## src/rtl/bir_pkg.sv

```systemverilog
// Shared types, constants and codes for the bilinear image resize block.
`timescale 1ns / 1ps

package bir_pkg;

  // Parameter defaults
  localparam int DEF_MAX_WIDTH  = 256;
  localparam int DEF_MAX_HEIGHT = 256;
  localparam int DEF_PIXEL_BITS = 16;

  // Fixed-point layout: coordinates and weights in units of 2^-17
  localparam int FRAC_BITS = 17;
  localparam int IDX_W     = 17;          // integer part of a mapped coordinate
  localparam int WGT_W     = FRAC_BITS + 1;

  // Result buffer depth, also the number of requests allowed in flight
  localparam int FIFO_DEPTH = 4;

  // Last of the four plane reads of one request
  localparam logic [1:0] LAST_BEAT = 2'b11;

  // Input operation codes
  localparam logic OP_STORE   = 1'b0;
  localparam logic OP_REQUEST = 1'b1;

  // Configuration register indexes
  typedef enum logic [1:0] {
    CFG_WIDTH  = 2'd0,
    CFG_HEIGHT = 2'd1,
    CFG_STEP_H = 2'd2,
    CFG_STEP_V = 2'd3
  } cfg_reg_e;

  // Configuration register contents
  typedef struct packed {
    logic [8:0]  width;
    logic [8:0]  height;
    logic [23:0] step_h;
    logic [23:0] step_v;
  } cfg_t;

  // Control of one item leaving the coordinate unit
  typedef struct packed {
    logic op;
    logic keep;   // store lands inside the plane
  } item_ctrl_t;

  // Blend fractions of one request
  typedef struct packed {
    logic [FRAC_BITS-1:0] fx;
    logic [FRAC_BITS-1:0] fy;
  } frac_t;

  // Tag that travels with one plane read
  typedef struct packed {
    logic                 valid;
    logic [1:0]           pos;    // bit 0: right neighbor, bit 1: lower row
    logic [FRAC_BITS-1:0] fx;
    logic [FRAC_BITS-1:0] fy;
  } tag_t;

endpackage

```

## src/rtl/bir_blend.sv

```systemverilog
// Blend pipeline: horizontal then vertical weighting, rounding, result buffer.
`timescale 1ns / 1ps

module bir_blend import bir_pkg::*; #(
  parameter int PIXEL_BITS = DEF_PIXEL_BITS
) (
  input  logic                  clk_i,
  input  logic                  rst_ni,
  input  tag_t                  tag_i,
  input  logic [PIXEL_BITS-1:0] rdata_i,
  output logic                  out_valid_o,
  input  logic                  out_ready_i,
  output logic [PIXEL_BITS-1:0] pixel_o
);

  localparam int HW    = PIXEL_BITS + FRAC_BITS;       // one blended row
  localparam int VW    = PIXEL_BITS + 2 * FRAC_BITS;   // final sum
  localparam int PTR_W = $clog2(FIFO_DEPTH);
  localparam int CNT_W = $clog2(FIFO_DEPTH + 1);
  localparam logic [WGT_W-1:0] ONE = WGT_W'(1) << FRAC_BITS;

  // Horizontal product stage
  logic                 h_valid_q;
  logic [1:0]           h_pos_q;
  logic [FRAC_BITS-1:0] h_fy_q;
  logic [HW-1:0]        h_prod_q, h_prod_d;
  logic [WGT_W-1:0]     wx;

  // Row sum stage
  logic                 r_valid_q, r_valid_d;
  logic                 r_sel_q;
  logic [FRAC_BITS-1:0] r_fy_q;
  logic [HW-1:0]        r_acc_q, r_sum_q;

  // Vertical product stage
  logic                 v_valid_q;
  logic                 v_sel_q;
  logic [VW-1:0]        v_prod_q, v_prod_d;
  logic [WGT_W-1:0]     wy;

  // Final sum
  logic [VW-1:0]        f_acc_q;
  logic [VW-1:0]        f_round;
  logic                 push;

  // Result buffer
  logic [PIXEL_BITS-1:0] fifo_q [FIFO_DEPTH];
  logic [PTR_W-1:0]      wr_ptr_q, rd_ptr_q;
  logic [CNT_W-1:0]      cnt_q, cnt_d;
  logic                  pop;

  // Pixel times its horizontal weight; the value stays below 2^HW
  always_comb begin
    logic [PIXEL_BITS+WGT_W-1:0] full;
    wx       = tag_i.pos[0] ? {1'b0, tag_i.fx} : ONE - {1'b0, tag_i.fx};
    full     = (PIXEL_BITS + WGT_W)'(rdata_i) * (PIXEL_BITS + WGT_W)'(wx);
    h_prod_d = full[HW-1:0];
  end

  // Row value times its vertical weight
  always_comb begin
    wy       = r_sel_q ? {1'b0, r_fy_q} : ONE - {1'b0, r_fy_q};
    v_prod_d = VW'(r_sum_q) * VW'(wy);
  end

  // Round half up; a full-scale blend rounds to full scale, so no overflow
  assign f_round   = f_acc_q + v_prod_q + (VW'(1) << (2 * FRAC_BITS - 1));
  assign push      = v_valid_q && v_sel_q;
  assign r_valid_d = h_valid_q && h_pos_q[0];

  always_ff @(posedge clk_i or negedge rst_ni) begin
    if (!rst_ni) begin
      h_valid_q <= 1'b0;
      r_valid_q <= 1'b0;
      v_valid_q <= 1'b0;
    end else begin
      h_valid_q <= tag_i.valid;
      r_valid_q <= r_valid_d;
      v_valid_q <= r_valid_q;
    end
  end

  always_ff @(posedge clk_i) begin
    h_pos_q  <= tag_i.pos;
    h_fy_q   <= tag_i.fy;
    h_prod_q <= h_prod_d;
    // Left neighbor opens a row, right neighbor closes it
    if (h_valid_q && !h_pos_q[0]) begin
      r_acc_q <= h_prod_q;
    end
    if (r_valid_d) begin
      r_sum_q <= r_acc_q + h_prod_q;
      r_sel_q <= h_pos_q[1];
      r_fy_q  <= h_fy_q;
    end
    v_sel_q  <= r_sel_q;
    v_prod_q <= v_prod_d;
    // Upper row opens the sum, lower row closes it
    if (v_valid_q && !v_sel_q) begin
      f_acc_q <= v_prod_q;
    end
    if (push) begin
      fifo_q[wr_ptr_q] <= f_round[VW-1:2*FRAC_BITS];
    end
  end

  // Buffer pointers and fill level
  assign pop         = out_valid_o && out_ready_i;
  assign out_valid_o = (cnt_q != '0);
  assign pixel_o     = fifo_q[rd_ptr_q];

  always_comb begin
    cnt_d = cnt_q;
    if (push && !pop) begin
      cnt_d = cnt_q + CNT_W'(1);
    end else if (pop && !push) begin
      cnt_d = cnt_q - CNT_W'(1);
    end
  end

  always_ff @(posedge clk_i or negedge rst_ni) begin
    if (!rst_ni) begin
      wr_ptr_q <= '0;
      rd_ptr_q <= '0;
      cnt_q    <= '0;
    end else begin
      if (push) begin
        wr_ptr_q <= wr_ptr_q + PTR_W'(1);
      end
      if (pop) begin
        rd_ptr_q <= rd_ptr_q + PTR_W'(1);
      end
      cnt_q <= cnt_d;
    end
  end

endmodule

```

## config.mk

```make
export PLATFORM = sky130hd
export DESIGN_NAME = bir_blend
export DESIGN_NICKNAME = d
export VERILOG_FILES = /design/src/rtl/bir_pkg.sv /design/src/rtl/bir_blend.sv
export SDC_FILE = /design/constraint.sdc
export NUM_CORES = 2
export LEC_CHECK = 0
export CORE_ASPECT_RATIO = 0.7
export CORE_MARGIN = 2
export CORE_UTILIZATION = 35
export CTS_CLUSTER_DIAMETER = 100
export DETAILED_ROUTE_END_ITERATION = 10
export DONT_BUFFER_PORTS = 1
export SLEW_MARGIN = 20
export SYNTH_ARGS = -nofsm -noshare
export SYNTH_HDL_FRONTEND = slang
export SYNTH_SLANG_ARGS = --single-unit
export TNS_END_PERCENT = 20
```

## constraint.sdc

```tcl
create_clock -name clk_i -period 10.7 [get_ports clk_i]
set_clock_uncertainty 0.05 [all_clocks]
set_input_delay 2.14 -clock clk_i [delete_from_list [all_inputs] [get_ports clk_i]]
set_output_delay 2.14 -clock clk_i [all_outputs]
set_load 0.01 [all_outputs]
```

==> key figures <==
Logic synthesis
  • Top_reg_cell synth: edfxtp_1
  • Post-synth EDFFs: 198
  • Synth Instances: 4339
  • Mapped Area: 41500 um^2
  • Netlist cell types: between 80 and 90
  • Commonest cells post-synth: 920 x inv_1, 718 x fa_1, 705 x nand2_1
  • Mapped Nets: 5470
  • Post-synth top area share: 34.6%
  • Synth area leaders: fa_1 35%, edfxtp_1 14%, ha_1 11%, inv_1 8.3%, nand2_1 6.4%
  • Yosys reg bits: 311
  • Async SR Flop Fraction: 3.22%
  • Register area share after synthesis: about a fifth
  • Most common cell in the netlist: inv_1
  • Yosys warns: 0
  • Syn_area_per_cell: approximately 9.6 um^2
  • Yosys top cell by area: fa_1

Routing
  • ANT nets after route: 0
  • Residual DRC: 0
  • First-pass DRT Iterations: 5
  • Initial DRC Count: 1831
  • Final WL: just over 100000 um
  • Via-per-instance ratio: 4.91
  • Routed vias: 28.5k
  • Drt wl/cell: ~17 um

Setup path
  • Top delay family on crit path: adder cells
  • Buf/Inv on CP: 3
  • Cell mode on critical path: fa_1
  • Crit Path Class: reg2reg
  • Reg2reg end: v_prod_q[49]$_DFF_P_
  • R2R depth: 24
  • Crit-path cells: nor2_1 -> nor4b_1 -> a21oi_1 -> xor2_4 -> nand2_1 -> fa_1 -> inv_1 -> fa_1 -> fa_1 -> fa_1 -> fa_1 -> inv_1 -> fa_1 -> inv_1 -> ha_1 -> o21ai_0 -> a21oi_1 -> a221oi_1 -> o2bb2ai_1 -> nor3b_1 -> o21a_1 -> o22ai_1 -> a211o_1 -> xnor2_1
  • Crit Path Max Fanout: 24
  • Critical path's largest stage delay: 1.01 ns
  • Worst EP required: 11.14 ns
  • Critical Path AT: about 9.7 ns
  • CP Depth: 24
  • CP Launch Point: r_fy_q[2]$_DFFE_PP_
  • Register-to-register setup slack: about 1.4 ns
  • Slowest-stage cell, CP: xor2_4
  • Worst setup path end: v_prod_q[49]$_DFF_P_
  • Crit end category: register
  • CP Launch Type: register
  • Worst reg2reg startpoint: r_fy_q[2]$_DFFE_PP_

Flow run
  • Total of max-cap violations: 0

Clock network
  • CTS buffer count: 29
  • Max Root-Sink Buffers: 3
  • CTS tree: built
  • CTS H-Tree Depth: 1
  • Clock root cell: clkbuf_16
  • Postcts setup bufs: 0
  • Worst-path clk slew: 0.07 ns
  • Hold_buf cts: 0
  • Clk_lat worst skew: 0.60 ns
  • Clk sinks: 311
  • Post-cts resize count: 0

Die
  • FP Rows: around 110
  • Area of the die: 121000 um^2
  • Die span in y: 292 um
  • Starting Density: 35.4%
  • Core ar.: 117000 um^2
  • Ports: 73
  • Die W: approximately 420 um

Timing
  • Period utilisation layout: 86.8%
  • RSZ-0062 raised after global routing: no
  • Fmax: 108 MHz
  • Final setup violating endpoints: 0
  • Max-slew headroom: 18.9%
  • Setup TNS: 0 ns
  • Final hold violation count: 0
  • Post-layout minimum cycle time: 9.28 ns
  • Least-Margin Pin Slew: 1.21 ns
  • Final Max Slew Viols: 0

Placed design
  • Dpl hpwl: around 80000 um
  • Port bufs: 0
  • RePlAce Congestion: just under 0.9

GRT
  • Largest net degree at the start of global routing: 51
  • Vias in the first global route: 30.2k
  • Met2 Use GR: about a quarter
  • GR Util All Layers: 17.1%
  • Grt peak-use layer: met2
  • M3 GR Usage: 3.29%
  • First-pass GRT wire length: 167000 um
  • Global route overflow: 0
  • Met1 Track Usage GR: 25.5%
  • Antenna violations before repair: 3

Worst hold path
  • HP Class: reg2reg

Finish
  • Area delta synth->final: 6.73%
  • ANT cells: 0
  • Layout cells sized above 1: 3.55%
  • Total of fill cells in the finished design: 11.7k
  • Fin nets: 5361

Outcome
  • Outcome: finished clean
-- layout by cell type (no fill, tap or decap), types with 16 or more instances in the layout --
cell / netlist / final
inv_1: 920 / 920
fa_1: 718 / 718
nand2_1: 705 / 705
ha_1: 357 / 357
and2_1: 266 / 265
edfxtp_1: 198 / 198
a21oi_1: 141 / 141
nor2_1: 120 / 120
dfxtp_1: 103 / 103
xnor2_1: 92 / 91
o21ai_0: 63 / 63
a21o_1: 48 / 48
xor2_1: 63 / 47
nand3_1: 38 / 38
buf_4: 0 / 37
nor3_1: 34 / 34
clkbuf_16: 0 / 30
o21a_1: 22 / 22
and3_1: 21 / 21
nand2b_1: 19 / 19
a31oi_1: 16 / 16
mux4_2: 16 / 16
-- metal layers --
metal,up-vias,share of wire [%],wire length [um]
met2,854,42,42800
met3,104,7.7,7770
met1,14400,48,48600
li1,13100,-,-
met4,0,1.6,1650
met5,-,0,0
-- sequential cells by signal, indices dropped and copies added, names as in the netlist --
name,flops
r_fy_q,17
r_valid_q,1
r_acc_q,33
wr_ptr_q,2
r_sel_q,1
f_acc_q,50
h_prod_q,33
v_valid_q,1
h_valid_q,1
v_sel_q,1
h_pos_q,2
v_prod_q,50
fifo_q,64
cnt_q,3
rd_ptr_q,2
h_fy_q,17
r_sum_q,33
-- through the flow --
stage	hold slack (ns)	instance area, um^2	std cells	utilization, %	setup slack, ns
after floorplan	0.281	41500	4339	-	1.56
after global placement	0.284	43300	5750	36.9	1.10
after detailed placement	0.296	43300	5750	36.9	0.982
after CTS	0.310	44300	5804	37.7	1.58
after global routing	0.324	44300	5804	37.7	0.979
final	0.305	44300	5804	37.7	1.42
-- final cells by class --
class	instances	area [um^2]	area share [%]
Sequential cell	311	8260	18.6
Clock inverter	20	234	0.528
Timing Repair Buffer	37	278	0.627
Inverter	920	3450	7.79
Multi-Input combinational cell	2931	29400	66.3
Clock buffer	34	776	1.75
Tap cell	1551	1940	4.38
-- cells by family after synthesis --
family	synth area share, %
xor gates and xnor gates	3.27
muxes	0.973
buffers and inverters	9.92
adders and majority gates	45.4
DFF	19.9
AOI/OAI and AO/OA	6.61
and+or+nand+nor	14.0
-- how the worst min path moves through the flow --
stage,cells past startpoint,endpoint,slack [ns],startpoint
final,0,v_valid_q$_DFF_PN0_,0.31,r_valid_q$_DFF_PN0_
after global routing,0,v_valid_q$_DFF_PN0_,0.32,r_valid_q$_DFF_PN0_
after CTS,0,v_valid_q$_DFF_PN0_,0.31,r_valid_q$_DFF_PN0_
after detailed placement,0,v_valid_q$_DFF_PN0_,0.30,r_valid_q$_DFF_PN0_
after global placement,0,v_valid_q$_DFF_PN0_,0.28,r_valid_q$_DFF_PN0_
after floorplan,0,v_valid_q$_DFF_PN0_,0.28,r_valid_q$_DFF_PN0_
Power is left out: the tool's default activity adds up to more than one toggle a clock period on the data nets, which glitch-free logic cannot reach.
